--- src/ffba_pkg.sv ---
// ----------------------------------------------------------------------------
// ffba_pkg
// shared types and constants of the first-fit block allocator
// ----------------------------------------------------------------------------
package ffba_pkg;

  localparam int unsigned MAX_FREE_BLOCKS = 64;
  // power of two, rounding is a mask
  localparam int unsigned ALIGN_BYTES     = 16;
  localparam int unsigned IDX_W           = $clog2(MAX_FREE_BLOCKS);
  localparam int unsigned CNT_W           = $clog2(MAX_FREE_BLOCKS + 1);
  localparam int unsigned LEN_W           = 25;
  localparam int unsigned OFF_W           = 24;
  localparam int unsigned OUT_CNT_W       = 7;
  localparam int unsigned CAP_MIN         = 4;
  localparam int unsigned CAP_MAX         = 16777216;

  typedef enum logic [2:0] {
    ST_OK      = 3'd0,
    ST_ZERO    = 3'd1,
    ST_NOSPACE = 3'd2,
    ST_INVALID = 3'd3,
    ST_FULL    = 3'd4
  } status_e;

  typedef enum logic [3:0] {
    S_IDLE,
    S_A_RD,
    S_A_CHK,
    S_F_RD,
    S_F_CHK,
    S_F_DEC,
    S_RM_RD,
    S_RM_WR,
    S_IN_RD,
    S_IN_WR,
    S_IN_NEW,
    S_FIN
  } state_e;

  typedef struct packed {
    logic [LEN_W-1:0] start;
    logic [LEN_W-1:0] len;
  } ent_t;

endpackage

--- src/ffba_ram.sv ---
// ----------------------------------------------------------------------------
// ffba_ram
// simple dual-port ram, one write and one registered read per cycle
// ----------------------------------------------------------------------------
module ffba_ram #(
  parameter int unsigned W = 8,
  parameter int unsigned D = 16
) (
  input  logic                 clk_i,
  input  logic                 we_i,
  input  logic [$clog2(D)-1:0] waddr_i,
  input  logic [W-1:0]         wdata_i,
  input  logic [$clog2(D)-1:0] raddr_i,
  output logic [W-1:0]         rdata_o
);

  logic [W-1:0] mem [D];

  always_ff @(posedge clk_i) begin
    if (we_i) begin
      mem[waddr_i] <= wdata_i;
    end
  end

  always_ff @(posedge clk_i) begin
    rdata_o <= mem[raddr_i];
  end

endmodule

--- src/first_fit_block_allocator_unit.sv ---
// ----------------------------------------------------------------------------
// first_fit_block_allocator_unit
// first-fit free list allocator with coalescing, free list kept in a ram
// ----------------------------------------------------------------------------
// channel | direction | handshake              | payload
// in      | input     | in_valid_i / in_stall_o | mode, length, block_offset
// out     | output    | out_valid_o / out_stall_i | status .. free_block_count
// cfg     | input     | cfg_valid_i / cfg_ready_o | capacity
//
// an item visits free list entries one at a time in the scan, and moves entries
// one at a time when an entry is removed or inserted, since each entry goes
// through the single read port of the ram, whose read is registered.
// errors caught at the input go straight to the finish state.
// reset and a capacity write rebuild the list at once, no clearing pass.
// a finished result waits in the output register while the next item is taken.
// ----------------------------------------------------------------------------
module first_fit_block_allocator_unit (
  input  logic                          clk_i,
  input  logic                          rst_ni,
  input  logic                          in_valid_i,
  output logic                          in_stall_o,
  input  logic                          mode_i,
  input  logic [ffba_pkg::LEN_W-1:0]    length_i,
  input  logic [ffba_pkg::OFF_W-1:0]    block_offset_i,
  output logic                          out_valid_o,
  input  logic                          out_stall_i,
  output logic [2:0]                    status_o,
  output logic [ffba_pkg::OFF_W-1:0]    granted_offset_o,
  output logic [ffba_pkg::LEN_W-1:0]    granted_size_o,
  output logic [ffba_pkg::LEN_W-1:0]    used_bytes_o,
  output logic [ffba_pkg::LEN_W-1:0]    high_water_o,
  output logic [ffba_pkg::OUT_CNT_W-1:0] free_block_count_o,
  input  logic                          cfg_valid_i,
  output logic                          cfg_ready_o,
  input  logic [ffba_pkg::LEN_W-1:0]    capacity_i
);
  import ffba_pkg::*;

  localparam logic [LEN_W:0]   ALIGN_M = (LEN_W + 1)'(ALIGN_BYTES - 1);
  localparam logic [CNT_W-1:0] CNT_ONE = CNT_W'(1);
  localparam logic [CNT_W-1:0] CNT_MAX = CNT_W'(MAX_FREE_BLOCKS);

  state_e state_q, state_d;

  logic [LEN_W-1:0] len_q;
  logic [LEN_W-1:0] off_q;
  logic [LEN_W:0]   need_q;
  logic [CNT_W-1:0] idx_q, j_q, cnt_q;
  logic [LEN_W-1:0] used_q, peak_q, cap_q;
  logic             e0_q, e0sel_q;
  ent_t             prev_q, right_q;
  logic             has_left_q, has_right_q;
  status_e          st_q;
  logic [OFF_W-1:0] goff_q;
  logic [LEN_W-1:0] gsz_q;

  logic             out_valid_q;
  logic [2:0]       out_st_q;
  logic [OFF_W-1:0] out_goff_q;
  logic [LEN_W-1:0] out_gsz_q, out_used_q, out_peak_q;
  logic [OUT_CNT_W-1:0] out_cnt_q;

  logic             ram_we;
  logic [IDX_W-1:0] ram_waddr, ram_raddr;
  ent_t             ram_wdata, ram_rdata, rd;

  logic             in_acc, cfg_acc, out_load;
  logic [CNT_W-1:0] idx_p1, idx_p2, idx_m1;
  logic [LEN_W:0]   left_end, need_in;
  logic [LEN_W-1:0] end_q;
  logic             bad_free, jl, jr, fit, exact;
  logic [LEN_W-1:0] cap_clamp;

  ffba_ram #(.W($bits(ent_t)), .D(MAX_FREE_BLOCKS)) u_ram (
    .clk_i   (clk_i),
    .we_i    (ram_we),
    .waddr_i (ram_waddr),
    .wdata_i (ram_wdata),
    .raddr_i (ram_raddr),
    .rdata_o (ram_rdata)
  );

  assign rd = e0sel_q ? ent_t'{start: '0, len: cap_q} : ram_rdata;

  assign in_stall_o  = (state_q != S_IDLE) || cfg_valid_i;
  assign cfg_ready_o = (state_q == S_IDLE);
  assign in_acc      = in_valid_i && !in_stall_o;
  assign cfg_acc     = cfg_valid_i && cfg_ready_o;
  assign out_load    = (state_q == S_FIN) && (!out_valid_q || !out_stall_i);

  assign idx_p1   = idx_q + CNT_ONE;
  assign idx_p2   = idx_q + CNT_W'(2);
  assign idx_m1   = idx_q - CNT_ONE;
  assign need_in  = ({1'b0, length_i} + ALIGN_M) & ~ALIGN_M;
  assign end_q    = off_q + len_q;
  assign left_end = {1'b0, prev_q.start} + {1'b0, prev_q.len};
  assign jl       = has_left_q && (left_end == {1'b0, off_q});
  assign jr       = has_right_q && (right_q.start == end_q);
  assign fit      = {1'b0, rd.len} >= need_q;
  assign exact    = {1'b0, rd.len} == need_q;
  assign bad_free = (length_i == '0)
                 || (({1'b0, block_offset_i} + {1'b0, length_i}) > {1'b0, cap_q})
                 || (length_i > used_q);
  assign cap_clamp = (capacity_i < LEN_W'(CAP_MIN)) ? LEN_W'(CAP_MIN) :
                     (capacity_i > LEN_W'(CAP_MAX)) ? LEN_W'(CAP_MAX) : capacity_i;

  always_ff @(posedge clk_i or negedge rst_ni) begin
    if (!rst_ni) begin
      state_q <= S_IDLE;
    end else begin
      state_q <= state_d;
    end
  end

  always_comb begin
    state_d   = state_q;
    ram_we    = 1'b0;
    ram_waddr = idx_q[IDX_W-1:0];
    ram_wdata = rd;
    ram_raddr = idx_q[IDX_W-1:0];
    unique case (state_q)
      S_IDLE: begin
        if (in_acc) begin
          if (!mode_i) begin
            state_d = ((length_i == '0) || (cnt_q == '0)) ? S_FIN : S_A_RD;
          end else if (bad_free) begin
            state_d = S_FIN;
          end else begin
            state_d = (cnt_q == '0) ? S_F_DEC : S_F_RD;
          end
        end
      end
      S_A_RD: state_d = S_A_CHK;
      S_A_CHK: begin
        if (fit) begin
          if (exact) begin
            state_d = (idx_p1 < cnt_q) ? S_RM_RD : S_FIN;
          end else begin
            ram_we    = 1'b1;
            ram_wdata = ent_t'{start: rd.start + need_q[LEN_W-1:0],
                               len:   rd.len - need_q[LEN_W-1:0]};
            state_d   = S_FIN;
          end
        end else begin
          state_d = (idx_p1 < cnt_q) ? S_A_RD : S_FIN;
        end
      end
      S_F_RD: state_d = S_F_CHK;
      S_F_CHK: begin
        if (rd.start < off_q) begin
          state_d = (idx_p1 < cnt_q) ? S_F_RD : S_F_DEC;
        end else begin
          state_d = S_F_DEC;
        end
      end
      S_F_DEC: begin
        if ((has_left_q && (left_end > {1'b0, off_q}))
            || (has_right_q && (right_q.start < end_q))) begin
          state_d = S_FIN;
        end else if (jl) begin
          ram_we    = 1'b1;
          ram_waddr = idx_m1[IDX_W-1:0];
          ram_wdata = ent_t'{start: prev_q.start,
                             len: prev_q.len + len_q + (jr ? right_q.len : '0)};
          state_d   = (jr && (idx_p1 < cnt_q)) ? S_RM_RD : S_FIN;
        end else if (jr) begin
          ram_we    = 1'b1;
          ram_wdata = ent_t'{start: off_q, len: right_q.len + len_q};
          state_d   = S_FIN;
        end else if (cnt_q >= CNT_MAX) begin
          state_d = S_FIN;
        end else begin
          state_d = (idx_q < cnt_q) ? S_IN_RD : S_IN_NEW;
        end
      end
      S_RM_RD: begin
        ram_raddr = idx_p1[IDX_W-1:0];
        state_d   = S_RM_WR;
      end
      S_RM_WR: begin
        ram_we  = 1'b1;
        state_d = (idx_p2 < cnt_q) ? S_RM_RD : S_FIN;
      end
      S_IN_RD: begin
        ram_raddr = j_q[IDX_W-1:0];
        state_d   = S_IN_WR;
      end
      S_IN_WR: begin
        ram_we    = 1'b1;
        ram_waddr = IDX_W'(j_q + CNT_ONE);
        state_d   = (j_q == idx_q) ? S_IN_NEW : S_IN_RD;
      end
      S_IN_NEW: begin
        ram_we    = 1'b1;
        ram_wdata = ent_t'{start: off_q, len: len_q};
        state_d   = S_FIN;
      end
      S_FIN: begin
        if (out_load) begin
          state_d = S_IDLE;
        end
      end
      default: state_d = S_IDLE;
    endcase
  end

  always_ff @(posedge clk_i or negedge rst_ni) begin
    if (!rst_ni) begin
      cnt_q   <= CNT_ONE;
      used_q  <= '0;
      peak_q  <= '0;
      cap_q   <= LEN_W'(CAP_MIN);
      e0_q    <= 1'b1;
      e0sel_q <= 1'b0;
    end else begin
      e0sel_q <= e0_q && (ram_raddr == '0);
      if (ram_we && (ram_waddr == '0)) begin
        e0_q <= 1'b0;
      end
      if (cfg_acc) begin
        cap_q  <= cap_clamp;
        cnt_q  <= CNT_ONE;
        used_q <= '0;
        peak_q <= '0;
        e0_q   <= 1'b1;
      end
      unique case (state_q)
        S_A_CHK: begin
          if (fit) begin
            used_q <= used_q + need_q[LEN_W-1:0];
            if ((rd.start + need_q[LEN_W-1:0]) > peak_q) begin
              peak_q <= rd.start + need_q[LEN_W-1:0];
            end
            if (exact && !(idx_p1 < cnt_q)) begin
              cnt_q <= cnt_q - CNT_ONE;
            end
          end
        end
        S_F_DEC: begin
          if (!((has_left_q && (left_end > {1'b0, off_q}))
                || (has_right_q && (right_q.start < end_q)))) begin
            if (jl || jr) begin
              used_q <= used_q - len_q;
              if (jl && jr && !(idx_p1 < cnt_q)) begin
                cnt_q <= cnt_q - CNT_ONE;
              end
            end else if (cnt_q < CNT_MAX) begin
              used_q <= used_q - len_q;
            end
          end
        end
        S_RM_WR: begin
          if (!(idx_p2 < cnt_q)) begin
            cnt_q <= cnt_q - CNT_ONE;
          end
        end
        S_IN_NEW: cnt_q <= cnt_q + CNT_ONE;
        default: ;
      endcase
    end
  end

  always_ff @(posedge clk_i) begin
    unique case (state_q)
      S_IDLE: begin
        len_q       <= length_i;
        off_q       <= {1'b0, block_offset_i};
        need_q      <= need_in;
        idx_q       <= '0;
        has_left_q  <= 1'b0;
        has_right_q <= 1'b0;
        goff_q      <= '0;
        gsz_q       <= '0;
        if (!mode_i) begin
          st_q <= (length_i == '0) ? ST_ZERO : ST_NOSPACE;
        end else begin
          st_q <= bad_free ? ST_INVALID : ST_OK;
        end
      end
      S_A_CHK: begin
        if (fit) begin
          st_q   <= ST_OK;
          goff_q <= rd.start[OFF_W-1:0];
          gsz_q  <= need_q[LEN_W-1:0];
        end else begin
          idx_q <= idx_p1;
        end
      end
      S_F_CHK: begin
        if (rd.start < off_q) begin
          prev_q     <= rd;
          has_left_q <= 1'b1;
          idx_q      <= idx_p1;
        end else begin
          right_q     <= rd;
          has_right_q <= 1'b1;
        end
      end
      S_F_DEC: begin
        j_q <= cnt_q - CNT_ONE;
        if ((has_left_q && (left_end > {1'b0, off_q}))
            || (has_right_q && (right_q.start < end_q))) begin
          st_q <= ST_INVALID;
        end else if (!(jl || jr) && (cnt_q >= CNT_MAX)) begin
          st_q <= ST_FULL;
        end
      end
      S_RM_WR: idx_q <= idx_p1;
      S_IN_WR: j_q <= j_q - CNT_ONE;
      default: ;
    endcase
  end

  always_ff @(posedge clk_i or negedge rst_ni) begin
    if (!rst_ni) begin
      out_valid_q <= 1'b0;
    end else if (out_load) begin
      out_valid_q <= 1'b1;
    end else if (!out_stall_i) begin
      out_valid_q <= 1'b0;
    end
  end

  always_ff @(posedge clk_i) begin
    if (out_load) begin
      out_st_q   <= st_q;
      out_goff_q <= goff_q;
      out_gsz_q  <= gsz_q;
      out_used_q <= used_q;
      out_peak_q <= peak_q;
      out_cnt_q  <= OUT_CNT_W'(cnt_q);
    end
  end

  assign out_valid_o        = out_valid_q;
  assign status_o           = out_st_q;
  assign granted_offset_o   = out_goff_q;
  assign granted_size_o     = out_gsz_q;
  assign used_bytes_o       = out_used_q;
  assign high_water_o       = out_peak_q;
  assign free_block_count_o = out_cnt_q;

`ifndef SYNTHESIS
  a_busy_stall: assert property (@(posedge clk_i) disable iff (!rst_ni)
    (state_q != S_IDLE) |-> in_stall_o)
    else $error("input taken while busy");
  a_cnt_max: assert property (@(posedge clk_i) disable iff (!rst_ni)
    cnt_q <= CNT_MAX)
    else $error("free list count overflow");
  a_idle_no_write: assert property (@(posedge clk_i) disable iff (!rst_ni)
    (state_q == S_IDLE) |-> !ram_we)
    else $error("ram write while idle");
  a_used_cap: assert property (@(posedge clk_i) disable iff (!rst_ni)
    (state_q == S_IDLE) |-> (used_q <= cap_q))
    else $error("used bytes exceed capacity");
`endif

endmodule
--- config.mk ---
export PLATFORM = sky130hd
export DESIGN_NAME = first_fit_block_allocator_unit
export DESIGN_NICKNAME = d
export VERILOG_FILES = /design/src/ffba_pkg.sv /design/src/ffba_ram.sv /design/src/first_fit_block_allocator_unit.sv
export SDC_FILE = /design/constraint.sdc
export NUM_CORES = 2
export LEC_CHECK = 0
export ABC_AREA = 1
export BUFFER_PORTS_ARGS = -buffer_cell sky130_fd_sc_hd__buf_2
export CORE_MARGIN = 2
export CORE_UTILIZATION = 35
export CTS_BUF_LIST = sky130_fd_sc_hd__clkbuf_4 sky130_fd_sc_hd__clkbuf_8
export DETAILED_ROUTE_END_ITERATION = 10
export SYNTH_ARGS = -nofsm -noshare
export SYNTH_HDL_FRONTEND = slang
export SYNTH_SLANG_ARGS = --single-unit
--- constraint.sdc ---
create_clock -name clk_i -period 10.5 [get_ports clk_i]
set_input_delay 2.1 -clock clk_i [delete_from_list [all_inputs] [get_ports clk_i]]
set_output_delay 2.1 -clock clk_i [all_outputs]
set_load 0.02 [all_outputs]
==> out/metrics.csv <==
stage;metric;value;unit
status;outcome;completed;
worst_setup_path;CP Class;reg2reg;
synth;predominant post-synthesis flop cell;edfxtp_1;
die;Die X-Extent;676;um
timing;actual slew at the worst max-slew pin;1.29;ns
cts;Max Root-Sink Buffers;4;
finish;FF+latch area;110000;um^2
global_route;number of global-route vias before repair;104000;
timing;final period utilization;84.9;%
job;maxcap violations;0;
cts;cts bufs inserted;605;
synth;register area share after synthesis;69.3;%
finish;Area Overhead vs Synth;13.4;%
timing;min cycle time layout;8.92;ns
die;io pins;192;
placed_design;HPWL Detailed;325000;um
cts;Post CTS Setup Buffer Count;0;
timing;hold slack;0.378;ns
worst_setup_path;Worst R2R End;u_ram.mem[31][15];
timing;skew final;0.0924;ns
timing;setup_tns;0;ns
drt;DRT Pass-1 Iters;6;
synth;synth cell count leaders;edfxtp_1, o21ai_0, nor2_1;
synth;Syn Area/Cell;12.6;um^2
cts;Worst-path clk slew;0.06;ns
die;initial core utilization;35.2;%
cts;Hold Buf Count CTS;0;
drt;vias;111000;
placed_design;Port-buffer cells;187;
cts;CTS tree;done;
worst_setup_path;crit path max-delay cell type;o21ai_4;
worst_setup_path;most frequent CP cell;nand2_1;
drt;DRT Wirelength;546000;um
worst_setup_path;reg2reg start;len_q[1];
synth;count leader, synth;edfxtp_1;
synth;synthesized area;158000;um^2
worst_setup_path;CP arrival;9.97;ns
global_route;Tot GR Track Use;23.0;%
global_route;remaining global-route overflow;0;
worst_setup_path;Required @ worst endpoint;11.55;ns
finish;Filler Cell Count;42300;
finish;share of layout cells above drive strength 1;12.7;%
global_route;first-pass GRT wire length;763000;um
worst_setup_path;Worst setup SP type;flop;
finish;Nets;13400;
placed_design;GP Congestion;0.960;
worst_setup_path;Worst R2R Setup Slack;1.58;ns
worst_setup_path;Reg2Reg Depth;34;
drt;met3 wire length;55100;um
worst_setup_path;CP Capture Point;u_ram.mem[31][15];
drt;antenna-violating nets left;0;
timing;Final Hold Violating Endpoints;0;
synth;fraction of registers with async set/reset;2.42;%
timing;Slew headroom;12.6;%
drt;drc violations;0;
synth;Yosys warning count;0;
cts;H-tree depth;6;
drt;1st-iter DRT viols;14500;
drt;mean routed wirelength per cell;28.3;um
global_route;largest net degree at the start of global routing;157;
worst_setup_path;endpoint class of the critical path;flop;
synth;Post-synth EDFFs;3540;
die;die height;676;um
finish;area occupied by multi-input gates;44200;um^2
placed_design;Post-DP Area;167000;um^2
cts;CTS sink cnt;3679;
drt;wire length on met2;248000;um
synth;Yosys cell types;75;
worst_setup_path;crit-path max cell delay;0.92;ns
cts;Clock Latency Late Sink;1.24;ns
timing;RSZ-0062 raised after global routing;no;
drt;M1 WL;219000;um
synth;Mapped Cells;12500;
synth;post-synth top area share;67.3;%
cts;Clock Root Buffer;clkbuf_8;
cts;post-cts gate resize count;0;
timing;Max Freq;112;MHz
synth;Synth Register Bits;3679;
synth;leading area contributor after synthesis;edfxtp_1;
drt;uppermost layer routed;met5;
finish;Finished Cell Area;179000;um^2
die;Core Region;449000;um^2
die;DIE AREA;457000;um^2
timing;Final Max Slew Viols;0;
min_path;min-delay worst type;reg2reg;
worst_setup_path;crit path from;len_q[1];
synth;Synth area leaders;edfxtp_1, o21ai_0, nor2_1, nand2_1, ha_1;
worst_setup_path;CP Max Fanout;49;
timing;Final setup viols;0;
drt;vias per cell;5.75;
die;row count;246;
global_route;initial antenna violation count;24;
==> cell type report <==
cell class / count / area share, %
inverter: 593 / 1.27
tap: 5952 / 4.16
multi-input combinational: 7497 / 24.7
antenna: 7 / 0.00977
timing repair buffer: 497 / 2.14
clock inverter: 214 / 0.827
sequential: 3679 / 61.1
clock buffer: 859 / 5.80
==> routing by layer <==
layer	up-vias	GRT usage, %
met4	6	9.34
met1	55800	31.4
li1	47800	-
met5	-	0
met3	1142	4.58
met2	6271	36.0
==> layout by cell type, fill, tap and decap left out, types with 116 or more instances in the layout <==
master,count
nand2_1,1308
ha_1,380
nand3_1,447
buf_2,186
buf_4,265
a21oi_1,704
clkbuf_4,228
edfxtp_1,3540
a221oi_1,499
o22ai_1,340
xor2_1,116
o221ai_1,126
o21ai_0,1353
nor2_1,1249
inv_1,556
clkbuf_8,631
==> flip-flops by register name, summed over array words and instances, names as in the netlist, 7 cells and up <==
| signal | count |
|---|---|
| u_ram.mem | 3200 |
| prev_q | 50 |
| right_q | 50 |
| u_ram.rdata_o | 50 |
| cap_q | 25 |
| high_water_o | 25 |
| len_q | 25 |
| peak_q | 25 |
| used_bytes_o | 25 |
| used_q | 25 |
| goff_q | 24 |
| granted_offset_o | 24 |
| off_q | 24 |
| need_q | 22 |
| granted_size_o | 21 |
| gsz_q | 21 |
| cnt_q | 7 |
| free_block_count_o | 7 |
| idx_q | 7 |
| j_q | 7 |
==> through the flow <==
stage	util [%]	cells	worst slack [ns]
after floorplan	-	12500	1.45
after global placement	37.2	18200	1.59
after detailed placement	37.2	18200	1.75
after CTS	39.9	19300	1.70
after global routing	39.9	19300	0.750
final	39.9	19300	1.58
==> worst min path at each step <==
stage / startpoint / endpoint / slack [ns] / cells after the start
after floorplan: goff_q[0] / granted_offset_o[0] / 0.40 / 0
after global placement: gsz_q[16] / granted_size_o[16] / 0.40 / 0
after detailed placement: goff_q[17] / granted_offset_o[17] / 0.41 / 0
after CTS: goff_q[1] / granted_offset_o[1] / 0.39 / 0
after global routing: goff_q[1] / granted_offset_o[1] / 0.39 / 0
final: goff_q[1] / granted_offset_o[1] / 0.38 / 0
==> worst max-delay path: cells and delay by family, from the launching register on <==
kind | cells | cell delay, ns
AO/OA/AOI/OAI | 12 | 3.33
XOR/XNOR | 1 | 0.15
adder cells (fa/ha/maj) | 4 | 1.58
buffers and inverters | 6 | 1.23
flip-flops | 1 | 0.52
AND/OR/NAND/NOR | 11 | 1.86
==> kinds of logic (layout without fill, tap and decap cells) <==
group,after synthesis,after routing,share of synthesized area (%)
AO/OA/AOI/OAI,3478,3478,13.5
XOR/XNOR,205,205,1.14
adder cells (fa/ha/maj),413,413,3.43
buffers and inverters,1322,2163,3.44
flip-flops,3679,3679,69.3
multiplexers,75,75,0.475
other,1,11,0.00237
AND/OR/NAND/NOR,3322,3322,8.72
Power is not shown: default switching activity piles up to over one toggle a cycle in this logic, so the estimate is an artifact.
